===== src/rtl/tms_pkg.sv =====
// shared types, codes and constants for the timed measurement sequencer
// no dependencies; imported by every module of the block
package tms_pkg;

	localparam int unsigned CFG_W     = 24;
	localparam int unsigned ADDR_W    = 5;
	localparam int unsigned DATA_W    = 32;
	localparam int unsigned Q_W       = 16;
	localparam int unsigned RAMP_W    = Q_W + 1;
	localparam int unsigned DIV_STEPS = Q_W;
	localparam int unsigned CNT_W     = $clog2(DIV_STEPS);

	localparam logic [CNT_W-1:0] DIV_LAST    = CNT_W'(DIV_STEPS - 1);
	localparam logic [CFG_W-1:0] ELAPSED_MAX = '1;

	localparam logic [CFG_W-1:0] HOMING_RESET = CFG_W'(5000);
	localparam logic [CFG_W-1:0] DESCEND_RESET = CFG_W'(5000);
	localparam logic [CFG_W-1:0] SETTLE_RESET = CFG_W'(10000);
	localparam logic [CFG_W-1:0] WINDOW_RESET = CFG_W'(10000);
	localparam logic [CFG_W-1:0] ASCEND_RESET = CFG_W'(5000);
	localparam logic [CFG_W-1:0] DWELL_RESET  = CFG_W'(1000);

	typedef enum logic [1:0] {
		MODE_DOCKED,
		MODE_MEASURING,
		MODE_FAULT
	} mode_t;

	typedef enum logic [2:0] {
		PH_NONE,
		PH_HOMING,
		PH_DESCENDING,
		PH_IN_WATER,
		PH_ASCENDING,
		PH_HOME
	} phase_t;

	typedef enum logic [1:0] {
		OP_TICK,
		OP_START,
		OP_ABORT,
		OP_FAULT_RESET
	} op_t;

	typedef enum logic [2:0] {
		REG_HOMING,
		REG_DESCEND,
		REG_SETTLE,
		REG_WINDOW,
		REG_ASCEND,
		REG_DWELL
	} reg_idx_t;

	typedef enum logic [1:0] {
		ST_IDLE,
		ST_DIV,
		ST_DONE
	} state_t;

	typedef struct packed {
		logic [CFG_W-1:0] homing;
		logic [CFG_W-1:0] descend;
		logic [CFG_W-1:0] settle;
		logic [CFG_W-1:0] window;
		logic [CFG_W-1:0] ascend;
		logic [CFG_W-1:0] dwell;
	} cfg_t;

	typedef struct packed {
		logic load;
		logic div_step;
		logic out_load;
	} cmd_t;

	typedef struct packed {
		logic need_div;
	} sts_t;

endpackage


===== src/rtl/tms_regs.sv =====
// apb configuration registers holding the six phase durations
// depends on tms_pkg
module tms_regs (
	input  logic                       clk,
	input  logic                       arst_n,
	input  logic                       psel,
	input  logic                       penable,
	input  logic                       pwrite,
	input  logic [tms_pkg::ADDR_W-1:0] paddr,
	input  logic [tms_pkg::DATA_W-1:0] pwdata,
	output logic [tms_pkg::DATA_W-1:0] prdata,
	output logic                       pready,
	output tms_pkg::cfg_t              cfg
);
	import tms_pkg::*;

	cfg_t             cfg_q;
	reg_idx_t         idx;
	logic             wr_en;
	logic [CFG_W-1:0] wval;
	logic [CFG_W-1:0] rval;

	assign idx    = reg_idx_t'(paddr[ADDR_W-1:2]);
	assign wr_en  = psel && penable && pwrite;
	assign wval   = pwdata[CFG_W-1:0];
	assign pready = 1'b1;
	assign cfg    = cfg_q;

	always_ff @(posedge clk or negedge arst_n) begin
		if (!arst_n) begin
			cfg_q.homing  <= HOMING_RESET;
			cfg_q.descend <= DESCEND_RESET;
			cfg_q.settle  <= SETTLE_RESET;
			cfg_q.window  <= WINDOW_RESET;
			cfg_q.ascend  <= ASCEND_RESET;
			cfg_q.dwell   <= DWELL_RESET;
		end else if (wr_en) begin
			case (idx)
				REG_HOMING:  cfg_q.homing  <= wval;
				REG_DESCEND: cfg_q.descend <= wval;
				REG_SETTLE:  cfg_q.settle  <= wval;
				REG_WINDOW:  cfg_q.window  <= wval;
				REG_ASCEND:  cfg_q.ascend  <= wval;
				REG_DWELL:   cfg_q.dwell   <= wval;
				default: ;
			endcase
		end
	end

	always_comb begin
		case (idx)
			REG_HOMING:  rval = cfg_q.homing;
			REG_DESCEND: rval = cfg_q.descend;
			REG_SETTLE:  rval = cfg_q.settle;
			REG_WINDOW:  rval = cfg_q.window;
			REG_ASCEND:  rval = cfg_q.ascend;
			REG_DWELL:   rval = cfg_q.dwell;
			default:     rval = '0;
		endcase
		prdata = psel ? DATA_W'(rval) : '0;
	end

endmodule


===== src/rtl/tms_datapath.sv =====
// sequencer state, command decode, ramp divider and result registers
// depends on tms_pkg; driven by tms_ctrl commands
module tms_datapath (
	input  logic                       clk,
	input  logic                       arst_n,
	input  tms_pkg::cfg_t              cfg,
	input  tms_pkg::cmd_t              cmd,
	output tms_pkg::sts_t              sts,
	input  logic [1:0]                 opcode,
	input  logic                       take_mode_change,
	input  logic                       take_phase_change,
	output logic                       accepted,
	output logic [1:0]                 mode,
	output logic [2:0]                 phase,
	output logic                       mode_change_seen,
	output logic                       phase_change_seen,
	output logic [tms_pkg::RAMP_W-1:0] ramp_fraction,
	output logic                       reading_valid
);
	import tms_pkg::*;

	mode_t            mode_q, nm;
	phase_t           phase_q, np;
	logic [CFG_W-1:0] elapsed_q, ne;
	logic             mflag_q, pflag_q, nmf, npf;
	logic             acc, mseen, pseen, submerged, need_div;
	logic [CFG_W:0]   lim_sum;
	logic [CFG_W-1:0] water_lim;

	logic             acc_w_q, mseen_w_q, pseen_w_q, full_w_q;
	mode_t            mode_w_q;
	phase_t           phase_w_q;
	logic [CFG_W-1:0] rem_q;
	logic [Q_W-1:0]   quo_q;
	logic [CFG_W:0]   rem2, rem_sub;
	logic             ge;

	logic             acc_o_q, mseen_o_q, pseen_o_q, valid_o_q;
	logic [1:0]       mode_o_q;
	logic [2:0]       phase_o_q;
	logic [RAMP_W-1:0] ramp_o_q;

	assign lim_sum   = {1'b0, cfg.settle} + {1'b0, cfg.window};
	assign water_lim = lim_sum[CFG_W] ? ELAPSED_MAX : lim_sum[CFG_W-1:0];

	always_comb begin
		nm  = mode_q;
		np  = phase_q;
		ne  = elapsed_q;
		nmf = mflag_q;
		npf = pflag_q;
		acc = 1'b0;
		case (op_t'(opcode))
			OP_TICK: begin
				if (ne != ELAPSED_MAX) ne = ne + 1'b1;
				if (nm == MODE_MEASURING) begin
					case (np)
						PH_HOMING: begin
							if (ne >= cfg.homing) begin
								np = PH_DESCENDING; ne = '0; npf = 1'b1;
							end
						end
						PH_DESCENDING: begin
							if (ne >= cfg.descend) begin
								np = PH_IN_WATER; ne = '0; npf = 1'b1;
							end
						end
						PH_IN_WATER: begin
							if (ne >= water_lim) begin
								np = PH_ASCENDING; ne = '0; npf = 1'b1;
							end
						end
						PH_ASCENDING: begin
							if (ne >= cfg.ascend) begin
								np = PH_HOME; ne = '0; npf = 1'b1;
							end
						end
						PH_HOME: begin
							if (ne >= cfg.dwell) begin
								nm = MODE_DOCKED; nmf = 1'b1;
								np = PH_NONE; ne = '0; npf = 1'b1;
							end
						end
						default: begin
							nm = MODE_FAULT; nmf = 1'b1;
						end
					endcase
				end
			end
			OP_START: begin
				if (nm == MODE_DOCKED) begin
					nm = MODE_MEASURING; nmf = 1'b1;
					if (np != PH_HOMING) begin
						np = PH_HOMING; ne = '0; npf = 1'b1;
					end
					acc = 1'b1;
				end
			end
			OP_ABORT: begin
				if (nm != MODE_FAULT) begin
					nm = MODE_FAULT; nmf = 1'b1;
					if (np != PH_NONE) begin
						np = PH_NONE; ne = '0; npf = 1'b1;
					end
				end
			end
			default: begin
				if (nm == MODE_FAULT) begin
					nm = MODE_DOCKED; nmf = 1'b1;
					if (np != PH_NONE) begin
						np = PH_NONE; ne = '0; npf = 1'b1;
					end
					acc = 1'b1;
				end
			end
		endcase
		mseen = take_mode_change && nmf;
		pseen = take_phase_change && npf;
		if (take_mode_change) nmf = 1'b0;
		if (take_phase_change) npf = 1'b0;
		submerged = (nm == MODE_MEASURING) && (np == PH_IN_WATER);
		need_div  = submerged && (ne < cfg.settle);
	end

	assign sts.need_div = need_div;

	always_ff @(posedge clk or negedge arst_n) begin
		if (!arst_n) begin
			mode_q    <= MODE_DOCKED;
			phase_q   <= PH_NONE;
			elapsed_q <= '0;
			mflag_q   <= 1'b0;
			pflag_q   <= 1'b0;
		end else if (cmd.load) begin
			mode_q    <= nm;
			phase_q   <= np;
			elapsed_q <= ne;
			mflag_q   <= nmf;
			pflag_q   <= npf;
		end
	end

	// restoring division, remainder stays below the divisor
	assign rem2    = {rem_q, 1'b0};
	assign ge      = rem2 >= {1'b0, cfg.settle};
	assign rem_sub = rem2 - {1'b0, cfg.settle};

	always_ff @(posedge clk) begin
		if (cmd.load) begin
			acc_w_q   <= acc;
			mseen_w_q <= mseen;
			pseen_w_q <= pseen;
			mode_w_q  <= nm;
			phase_w_q <= np;
			full_w_q  <= submerged && !need_div;
			rem_q     <= ne;
			quo_q     <= '0;
		end else if (cmd.div_step) begin
			rem_q <= ge ? rem_sub[CFG_W-1:0] : rem2[CFG_W-1:0];
			quo_q <= {quo_q[Q_W-2:0], ge};
		end
		if (cmd.out_load) begin
			acc_o_q   <= acc_w_q;
			mode_o_q  <= mode_w_q;
			phase_o_q <= phase_w_q;
			mseen_o_q <= mseen_w_q;
			pseen_o_q <= pseen_w_q;
			ramp_o_q  <= {full_w_q, quo_q};
			valid_o_q <= full_w_q;
		end
	end

	assign accepted          = acc_o_q;
	assign mode              = mode_o_q;
	assign phase             = phase_o_q;
	assign mode_change_seen  = mseen_o_q;
	assign phase_change_seen = pseen_o_q;
	assign ramp_fraction     = ramp_o_q;
	assign reading_valid     = valid_o_q;

endmodule


===== src/rtl/tms_ctrl.sv =====
// controller: input beat acceptance, divider sequencing, output register handshake
// depends on tms_pkg; commands tms_datapath
module tms_ctrl (
	input  logic          clk,
	input  logic          arst_n,
	input  logic          in_valid,
	output logic          in_stall,
	output logic          out_valid,
	input  logic          out_stall,
	input  tms_pkg::sts_t sts,
	output tms_pkg::cmd_t cmd
);
	import tms_pkg::*;

	state_t           state_q, state_d;
	logic [CNT_W-1:0] cnt_q;
	logic             out_valid_q;
	logic             out_free;

	assign out_free  = !out_valid_q || !out_stall;
	assign out_valid = out_valid_q;

	always_ff @(posedge clk or negedge arst_n) begin
		if (!arst_n) begin
			state_q     <= ST_IDLE;
			cnt_q       <= '0;
			out_valid_q <= 1'b0;
		end else begin
			state_q <= state_d;
			if (cmd.load) cnt_q <= '0;
			else if (cmd.div_step) cnt_q <= cnt_q + 1'b1;
			if (cmd.out_load) out_valid_q <= 1'b1;
			else if (!out_stall) out_valid_q <= 1'b0;
		end
	end

	always_comb begin
		state_d      = state_q;
		cmd.load     = 1'b0;
		cmd.div_step = 1'b0;
		cmd.out_load = 1'b0;
		in_stall     = 1'b1;
		case (state_q)
			ST_IDLE: begin
				in_stall = 1'b0;
				if (in_valid) begin
					cmd.load = 1'b1;
					state_d  = sts.need_div ? ST_DIV : ST_DONE;
				end
			end
			ST_DIV: begin
				cmd.div_step = 1'b1;
				if (cnt_q == DIV_LAST) state_d = ST_DONE;
			end
			ST_DONE: begin
				if (out_free) begin
					cmd.out_load = 1'b1;
					state_d      = ST_IDLE;
				end
			end
			default: state_d = ST_IDLE;
		endcase
	end

	a_div_entry: assert property (@(posedge clk) disable iff (!arst_n)
		cmd.load && sts.need_div |=> state_q == ST_DIV && cnt_q == '0)
		else $error("divider not started after accepted beat");

	a_div_exit: assert property (@(posedge clk) disable iff (!arst_n)
		state_q == ST_DIV && cnt_q == DIV_LAST |=> state_q == ST_DONE)
		else $error("divider ran past its last step");

	a_no_overwrite: assert property (@(posedge clk) disable iff (!arst_n)
		cmd.out_load |-> !(out_valid_q && out_stall))
		else $error("result register overwritten while stalled");

	a_load_valid: assert property (@(posedge clk) disable iff (!arst_n)
		cmd.out_load |=> out_valid_q && state_q == ST_IDLE)
		else $error("result load did not raise out_valid");

endmodule


===== src/rtl/timed_measurement_sequencer.sv =====
// top level of the timed measurement sequencer: apb registers, controller, datapath
// depends on tms_pkg, tms_regs, tms_ctrl, tms_datapath
// an accepted beat goes from ST_IDLE to ST_DONE, by way of ST_DIV when in water and settling,
// where the 16-step restoring divider computes the ramp fraction one quotient bit per cycle;
// in ST_DONE the result loads once the output is not stalled, then ST_IDLE takes the next beat
// reset: arst_n asynchronous active low; docked, phase none, flags and elapsed cleared
module timed_measurement_sequencer (
	input  logic                       clk,
	input  logic                       arst_n,
	input  logic                       psel,
	input  logic                       penable,
	input  logic                       pwrite,
	input  logic [tms_pkg::ADDR_W-1:0] paddr,
	input  logic [tms_pkg::DATA_W-1:0] pwdata,
	output logic [tms_pkg::DATA_W-1:0] prdata,
	output logic                       pready,
	input  logic                       in_valid,
	output logic                       in_stall,
	input  logic [1:0]                 opcode,
	input  logic                       take_mode_change,
	input  logic                       take_phase_change,
	output logic                       out_valid,
	input  logic                       out_stall,
	output logic                       accepted,
	output logic [1:0]                 mode,
	output logic [2:0]                 phase,
	output logic                       mode_change_seen,
	output logic                       phase_change_seen,
	output logic [tms_pkg::RAMP_W-1:0] ramp_fraction,
	output logic                       reading_valid
);
	import tms_pkg::*;

	cfg_t cfg;
	cmd_t cmd;
	sts_t sts;

	tms_regs u_regs (
		.clk     (clk),
		.arst_n  (arst_n),
		.psel    (psel),
		.penable (penable),
		.pwrite  (pwrite),
		.paddr   (paddr),
		.pwdata  (pwdata),
		.prdata  (prdata),
		.pready  (pready),
		.cfg     (cfg)
	);

	tms_ctrl u_ctrl (
		.clk       (clk),
		.arst_n    (arst_n),
		.in_valid  (in_valid),
		.in_stall  (in_stall),
		.out_valid (out_valid),
		.out_stall (out_stall),
		.sts       (sts),
		.cmd       (cmd)
	);

	tms_datapath u_datapath (
		.clk               (clk),
		.arst_n            (arst_n),
		.cfg               (cfg),
		.cmd               (cmd),
		.sts               (sts),
		.opcode            (opcode),
		.take_mode_change  (take_mode_change),
		.take_phase_change (take_phase_change),
		.accepted          (accepted),
		.mode              (mode),
		.phase             (phase),
		.mode_change_seen  (mode_change_seen),
		.phase_change_seen (phase_change_seen),
		.ramp_fraction     (ramp_fraction),
		.reading_valid     (reading_valid)
	);

endmodule


===== config.mk =====
export PLATFORM = sky130hd
export DESIGN_NAME = timed_measurement_sequencer
export DESIGN_NICKNAME = d
export VERILOG_FILES = /design/src/rtl/tms_pkg.sv /design/src/rtl/tms_regs.sv /design/src/rtl/tms_datapath.sv /design/src/rtl/tms_ctrl.sv /design/src/rtl/timed_measurement_sequencer.sv
export SDC_FILE = /design/constraint.sdc
export NUM_CORES = 1
export LEC_CHECK = 0
export ABC_AREA = 1
export BUFFER_PORTS_ARGS = -buffer_cell sky130_fd_sc_hd__buf_2
export CAP_MARGIN = 20
export CORE_MARGIN = 10
export CORE_UTILIZATION = 25
export CTS_CLUSTER_DIAMETER = 120
export DETAILED_ROUTE_END_ITERATION = 12
export HOLD_SLACK_MARGIN = 0.12
export PLACE_DENSITY = 0.5
export SYNTH_ARGS = -nofsm -noshare
export SYNTH_HDL_FRONTEND = slang
export SYNTH_SLANG_ARGS = --single-unit

===== constraint.sdc =====
create_clock -name clk -period 10.3 [get_ports clk]
set_input_delay 1.545 -clock clk [delete_from_list [all_inputs] [get_ports clk]]
set_output_delay 1.545 -clock clk [all_outputs]
set_load 0.02 [all_outputs]

==> Word level (Yosys, flattened, before mapping) <==
Index checks and enable logic that the tools add are counted.
{ "word_totals": {"reg_bits": 257, "input_bits": 48, "output_inout_bits": 61, "word_cells": 173} }
{ "classes": {"addsub": 4, "order_cmp": 7, "n_eq_ne": 26, "n_mux": 81, "reduce_logical": 26} }
{ "op_table": {"columns": ["operator", "n"], "rows": [
  ["24-bit 2-to-1 mux", 18],
  ["24-bit case mux with 6 select lines", 1],
  ["24-bit >= comparator", 5],
  ["24-bit case mux with 5 select lines", 1],
  ["24-bit case mux with 3 select lines", 1],
  ["3-bit 2-to-1 mux", 11],
  ["1-bit 2-to-1 mux", 28],
  ["24-bit by 24-bit adder with 25-bit output", 1],
  ["25-bit by 24-bit >= comparator with 1-bit output", 1],
  ["24-bit by 1-bit adder with 24-bit output, second input constant", 1],
  ["24-bit less-than comparator", 1],
  ["24-bit != test, second input constant", 1],
  ["24-bit subtractor", 1],
  ["2-bit 2-to-1 mux", 9],
  ["3-bit by 2-bit == test with 1-bit output, second input constant", 5],
  ["3-bit case mux with 5 select lines", 1],
  ["3-bit == test, second input constant", 4],
  ["2-bit case mux with 3 select lines", 2],
  ["2-bit AND reduction", 6],
  ["3-bit case mux with 3 select lines", 1],
  ["2-bit by 1-bit == test with 1-bit output, second input constant", 4],
  ["4-bit 2-to-1 mux", 2],
  ["1-bit logical AND", 7],
  ["2-bit == test, second input constant", 3],
  ["other kinds (19)", 29]
]} }

==> Logic depth before layout (Yosys ltp) <==
{ "depth": {"word_depth": 14, "mapped_depth": 40, "depth_no_buf": 40} }

==> Modules after synthesis <==
From an unflattened synthesis, not the netlist that was laid out.
{ "unflattened": {"cells_unflattened": 2488, "area_unflattened_um2": 18878.1} }
{ "modules_own_cells": {"columns": ["module", "n_inst", "cells_per_inst", "area_per_inst_um2", "seq_area_each_um2"], "rows": [
  ["tms_datapath", 1, 1592, 11408.4, 2837.7],
  ["tms_regs", 1, 847, 7098.1, 3642.2],
  ["tms_ctrl", 1, 49, 371.6, 175.2]
]} }

==> Worst setup path after synthesis <==
OpenSTA, ideal clock, no wires.
{ "synth_timing": {"path_type": "register to register", "from": "register u_regs.cfg_q (netlist bit u_regs.cfg[50])", "to": "register u_datapath.full_w_q (data pin)", "setup_ps": 260, "arrival_ps": 4934, "required_time_ps": 10040, "path_slack_ps": 5106, "path_stages_with_launch": 36, "path_buffers": 1, "synth_period_minus_slack_ps": 5194, "cell_sequence": "dfrtp_1 ha_1 a21oi_1 nand2_1 a21oi_1 nor2_1 a21boi_1 o21ai_1 a21boi_0 o21ai_1 a21boi_2 o21ai_1 a21oi_1 inv_1 nor2_1 nor2_1 ha_1 a21oi_1 nor2_1 nor2_1 nand2_1 a21oi_1 nand3_1 nand2_1 nor2_1 nand3_2 clkbuf_1 nand3_1 a21oi_2 ha_1 a21oi_1 nor2_1 a211oi_1 o221ai_1 nor2_1 a21oi_1"} }
{ "synth_between": {"elab_cells_between_ends": 17, "cone_classes": "1 x add/sub; 2 x order compare; 1 x eq/ne; 9 x mux; 4 x reduce/logical"} }
{ "synth_lines": {"columns": ["element", "line", "text"], "rows": [
  ["start, declared", "tms_regs.sv:17", "cfg_t cfg_q;"],
  ["24-bit by 24-bit adder with 25-bit output", "tms_datapath.sv:43", "assign lim_sum = {1'b0, cfg.settle} + {1'b0, cfg.window};"],
  ["24-bit 2-to-1 mux", "tms_datapath.sv:44", "assign water_lim = lim_sum[CFG_W] ? ELAPSED_MAX : lim_sum[CFG_W-1:0];"],
  ["24-bit >= comparator", "tms_datapath.sv:69", "if (ne >= water_lim) begin"],
  ["24-bit 2-to-1 mux", "tms_datapath.sv:69", null],
  ["24-bit case mux with 5 select lines", "tms_datapath.sv:57", "case (np)"],
  ["24-bit 2-to-1 mux", "tms_datapath.sv:56", "if (nm == MODE_MEASURING) begin"],
  ["24-bit case mux with 3 select lines", "tms_datapath.sv:53", "case (op_t'(opcode))"],
  ["via u_datapath.ne[17]", "tms_datapath.sv:24", "logic [CFG_W-1:0] elapsed_q, ne;"],
  ["24-bit less-than comparator", "tms_datapath.sv:122", "need_div = submerged && (ne < cfg.settle);"],
  ["1-bit logical AND", "tms_datapath.sv:122", null],
  ["1-bit logical NOT", "tms_datapath.sv:155", "full_w_q <= submerged && !need_div;"],
  ["1-bit logical AND", "tms_datapath.sv:155", null],
  ["end signal, assigned", "tms_datapath.sv:155", null],
  ["end, declared", "tms_datapath.sv:30", "logic acc_w_q, mseen_w_q, pseen_w_q, full_w_q;"]
]} }
The timed path passes the listed nets, and every way through them passes these cells.
A chain may end at the register's enable or synchronous reset.

==> Worst setup path in the final report <==
{ "layout_timing": {"from": "register u_regs.cfg_q (netlist bit u_regs.cfg[73])", "to": "register u_datapath.full_w_q (data pin)"} }
Same word-level chain as after synthesis.

==> flow_summary.json <==
{
  "hold_viol_final": 0,
  "cp_common_cell": "nor2_1",
  "placementRows": 97,
  "clockBufferDepth": 3,
  "globalplace.congestion": 0.897,
  "outcome": "finished, final reports clean",
  "post_cts_buffers": 0,
  "synth_cells": 2266,
  "total_power_uw": 5560,
  "drt_iter0_drc": 1008,
  "p_leak_uw": 0.00960,
  "final_max_slew_viol_count": 0,
  "setup_viol": 0,
  "period_share": 0.687,
  "synth_seq_cells": 256,
  "cts.clk_slew.worst_paths_ns": 0.06,
  "period_needed_ns": 7.08,
  "drive_gt1_frac": 0.110,
  "finalWirelength_um": 55200,
  "grt-ovfl-total": 0,
  "p_int_uw": 3170,
  "start_util": 0.253,
  "cts_buffers": 36,
  "clock_sinks": 256,
  "synth-seq-area-share": 0.375,
  "synth_largest_area_cell": "dfrtp_1",
  "setup_slack_ns": 3.22,
  "place_ws_ns": 3.37,
  "grt_first_pass_wirelength_um": 87200,
  "htreeDepth": 2,
  "p_comb_frac": 0.472,
  "fin_nets": 2588,
  "num_io_pins": 109,
  "wire_per_inst_um": 16.7,
  "skew_ns": 0.0196,
  "seqPwrFrac": 0.283,
  "vias_per_cell": 4.75,
  "insertion_delay_ns": 0.56,
  "place_inst": 3241,
  "hold_buffers": 0,
  "grt_start_max_net_pins": 65,
  "die_y_um": 286,
  "netlist_top_cells_area": "dfrtp_1, ha_1, nand2_1, edfxtp_1, o21ai_0",
  "drt_pre_antenna_iters": 5,
  "num_vias": 15703,
  "synthXorXnorAreaFrac": 0.0284,
  "worstSetupEndpointType": "flop",
  "synth_compound_area_frac": 0.184,
  "setup_tns_ns": 0,
  "slew-limit-headroom": 0.294,
  "tightest_slew_ns": 1.06,
  "ctsResizeCount": 0,
  "synth_top_area_share": 0.213,
  "worstPathMaxFanout": 25,
  "dpl.hpwl_um": 42200,
  "path_delay_family": "compound AO/OA/AOI/OAI gates",
  "synth_warnings": 0,
  "synth_top_family_by_area": "simple AND/OR/NAND/NOR gates",
  "stdcell_count": 3309,
  "synthAdderAreaFrac": 0.141,
  "io_buffers": 89,
  "cpPeakStageDelay_ns": 0.54,
  "synth.distinct_cells": 56,
  "clkPwrFrac": 0.245,
  "powerDensity_nw_per_um2": 270,
  "route.detailed.drc": 0,
  "worst_ep_arrival_time_ns": 7.36,
  "grtUsageTotal": 0.133,
  "die-area_um2": 82000,
  "worstPathRequired_ns": 10.58,
  "max_freq_mhz": 141,
  "min-delay-path-class": "reg -> reg",
  "grt_pass1_vias": 15502,
  "die_w_um": 286,
  "antenna_found_initial": 1,
  "syn_area_um2": 17700,
  "cp_slowest_cell": "dfrtp_1",
  "cap_violations": 0,
  "path_buf_inv": 1,
  "muxShareOfSynthArea": 0,
  "worstSetupStartpointType": "flop",
  "synthSimpleGateAreaFrac": 0.185,
  "critical_path_class": "reg -> reg",
  "irDropWorstVdd_mv": 0.120,
  "syn_area_per_cell_um2": 7.83,
  "grt_setup_unrepaired": "false",
  "n_antenna_cell": 0,
  "detail-route-antenna-nets": 0,
  "cts_tree": "built",
  "switchingPower_uw": 2400,
  "synthToLayoutAreaGrowth_pct": 16.0,
  "core_um2": 70100,
  "swShare": 0.431,
  "root_buffer": "clkbuf_16",
  "hold_slack_ns": 0.410
}
power by group through the flow:
stage / clock (uW) / sequential (uW) / combinational (uW)
after floorplan: 0 / 1570 / 1880
after global placement: 0 / 1580 / 2570
after detailed placement: 0 / 1590 / 2620
after CTS: 1400 / 1570 / 2640
after global routing: 1440 / 1610 / 3020
final: 1360 / 1580 / 2630
worst reg2reg max path, delay by kind of cell (launching register included):
| kind | cells | cell delay (ns) |
|---|---|---|
| AO/OA/AOI/OAI | 15 | 3.24 |
| AND/OR/NAND/NOR | 15 | 2.10 |
| adder cells (fa/ha/maj) | 3 | 0.85 |
| flip-flops | 1 | 0.54 |
| buffers and inverters | 1 | 0.05 |
cells in the mapped netlist, drive strengths merged:
cell type / instances
o211ai: 7
dfrtp: 151
o32ai: 1
nor2: 128
o311ai: 2
dfstp: 31
fa: 2
xor2: 40
o221ai: 1
edfxtp: 58
clkbuf: 67
nand4: 27
nand2: 519
xnor2: 15
or2: 4
or3: 1
ha: 197
a221oi: 24
inv: 302
nor4: 6
a31oi: 29
a31o: 2
nand3: 66
conb: 2
buf: 23
a21boi: 8
o21a: 6
dfxtp: 16
o22ai: 40
a211oi: 6
o21ai: 252
o31ai: 1
a21oi: 184
nand3b: 2
nor3: 26
o21bai: 8
a21o: 12
worst paths after layout:
path                       slack [ns]                             to  cells after the start                              start
min in group asynchronous        0.98     u_regs.cfg[20]$_DFFE_PN0P_                      1                             arst_n
max                              3.22  u_datapath.full_w_q$_DFFE_PP_                     34         u_regs.cfg[73]$_DFFE_PN0P_
max in group asynchronous        7.99    u_ctrl.cnt_q[1]$_DFFE_PN0P_                      2                             arst_n
max reg2reg                      3.22  u_datapath.full_w_q$_DFFE_PP_                     34         u_regs.cfg[73]$_DFFE_PN0P_
min reg2reg                      0.41  u_datapath.phase[2]$_DFFE_PP_                      0  u_datapath.phase_w_q[2]$_DFFE_PP_
min                              0.41  u_datapath.phase[2]$_DFFE_PP_                      0  u_datapath.phase_w_q[2]$_DFFE_PP_
registers in the layout, summed over array words and instances (netlist names), 2 cells and up:
signal	cells
u_ctrl.cnt_q	4
u_ctrl.state_q	2
u_datapath.elapsed_q	24
u_datapath.mode	2
u_datapath.mode_q	2
u_datapath.mode_w_q	2
u_datapath.phase	3
u_datapath.phase_q	3
u_datapath.phase_w_q	3
u_datapath.quo_q	16
u_datapath.ramp_fraction	16
u_datapath.rem_q	24
u_regs.cfg	144
layer usage:
metal  vias to the layer above  track usage  wire [um]
met5                         -            0          7
met4                         2       0.0407       1310
met3                        76       0.0273       3440
met2                       418        0.218      25200
met1                      7421        0.173      25300
li1                       7786            -          -
cells in the final DEF, fill, tap and decap left out, drive strengths merged, types with 58 or more instances in the layout:
master / n
a21oi: 184
inv: 305
edfxtp: 58
nand2: 519
dfrtp: 151
nand3: 66
o21ai: 252
buf: 119
nor2: 128
ha: 197
final cells by class:
type | instances | area [um^2]
Clock inverter | 17 | 274
Inverter | 302 | 1130
Multi-Input combinational cell | 1625 | 9620
Tap cell | 940 | 1180
Fill cell | 7617 | 49600
Sequential cell | 256 | 6660
Timing Repair Buffer | 120 | 714
Clock buffer | 49 | 1000
cells by family (layout without fill, tap and decap cells):
| kind of cell | after synthesis | in the layout |
|---|---|---|
| simple gates | 779 | 779 |
| compound gates | 583 | 583 |
| buf+inv | 392 | 488 |
| flops | 256 | 256 |
| fa+ha+maj | 199 | 199 |
| xor+xnor | 55 | 55 |
| other cells | 2 | 9 |
metrics by stage:
| step | instance area, um^2 | util |
|---|---|---|
| after floorplan | 17800 | - |
| after global routing | 20600 | 0.293 |
| after CTS | 20500 | 0.293 |
| after detailed placement | 19300 | 0.274 |
| final | 20600 | 0.293 |
| after global placement | 19300 | 0.274 |
Power figures use the tool's default switching activity.
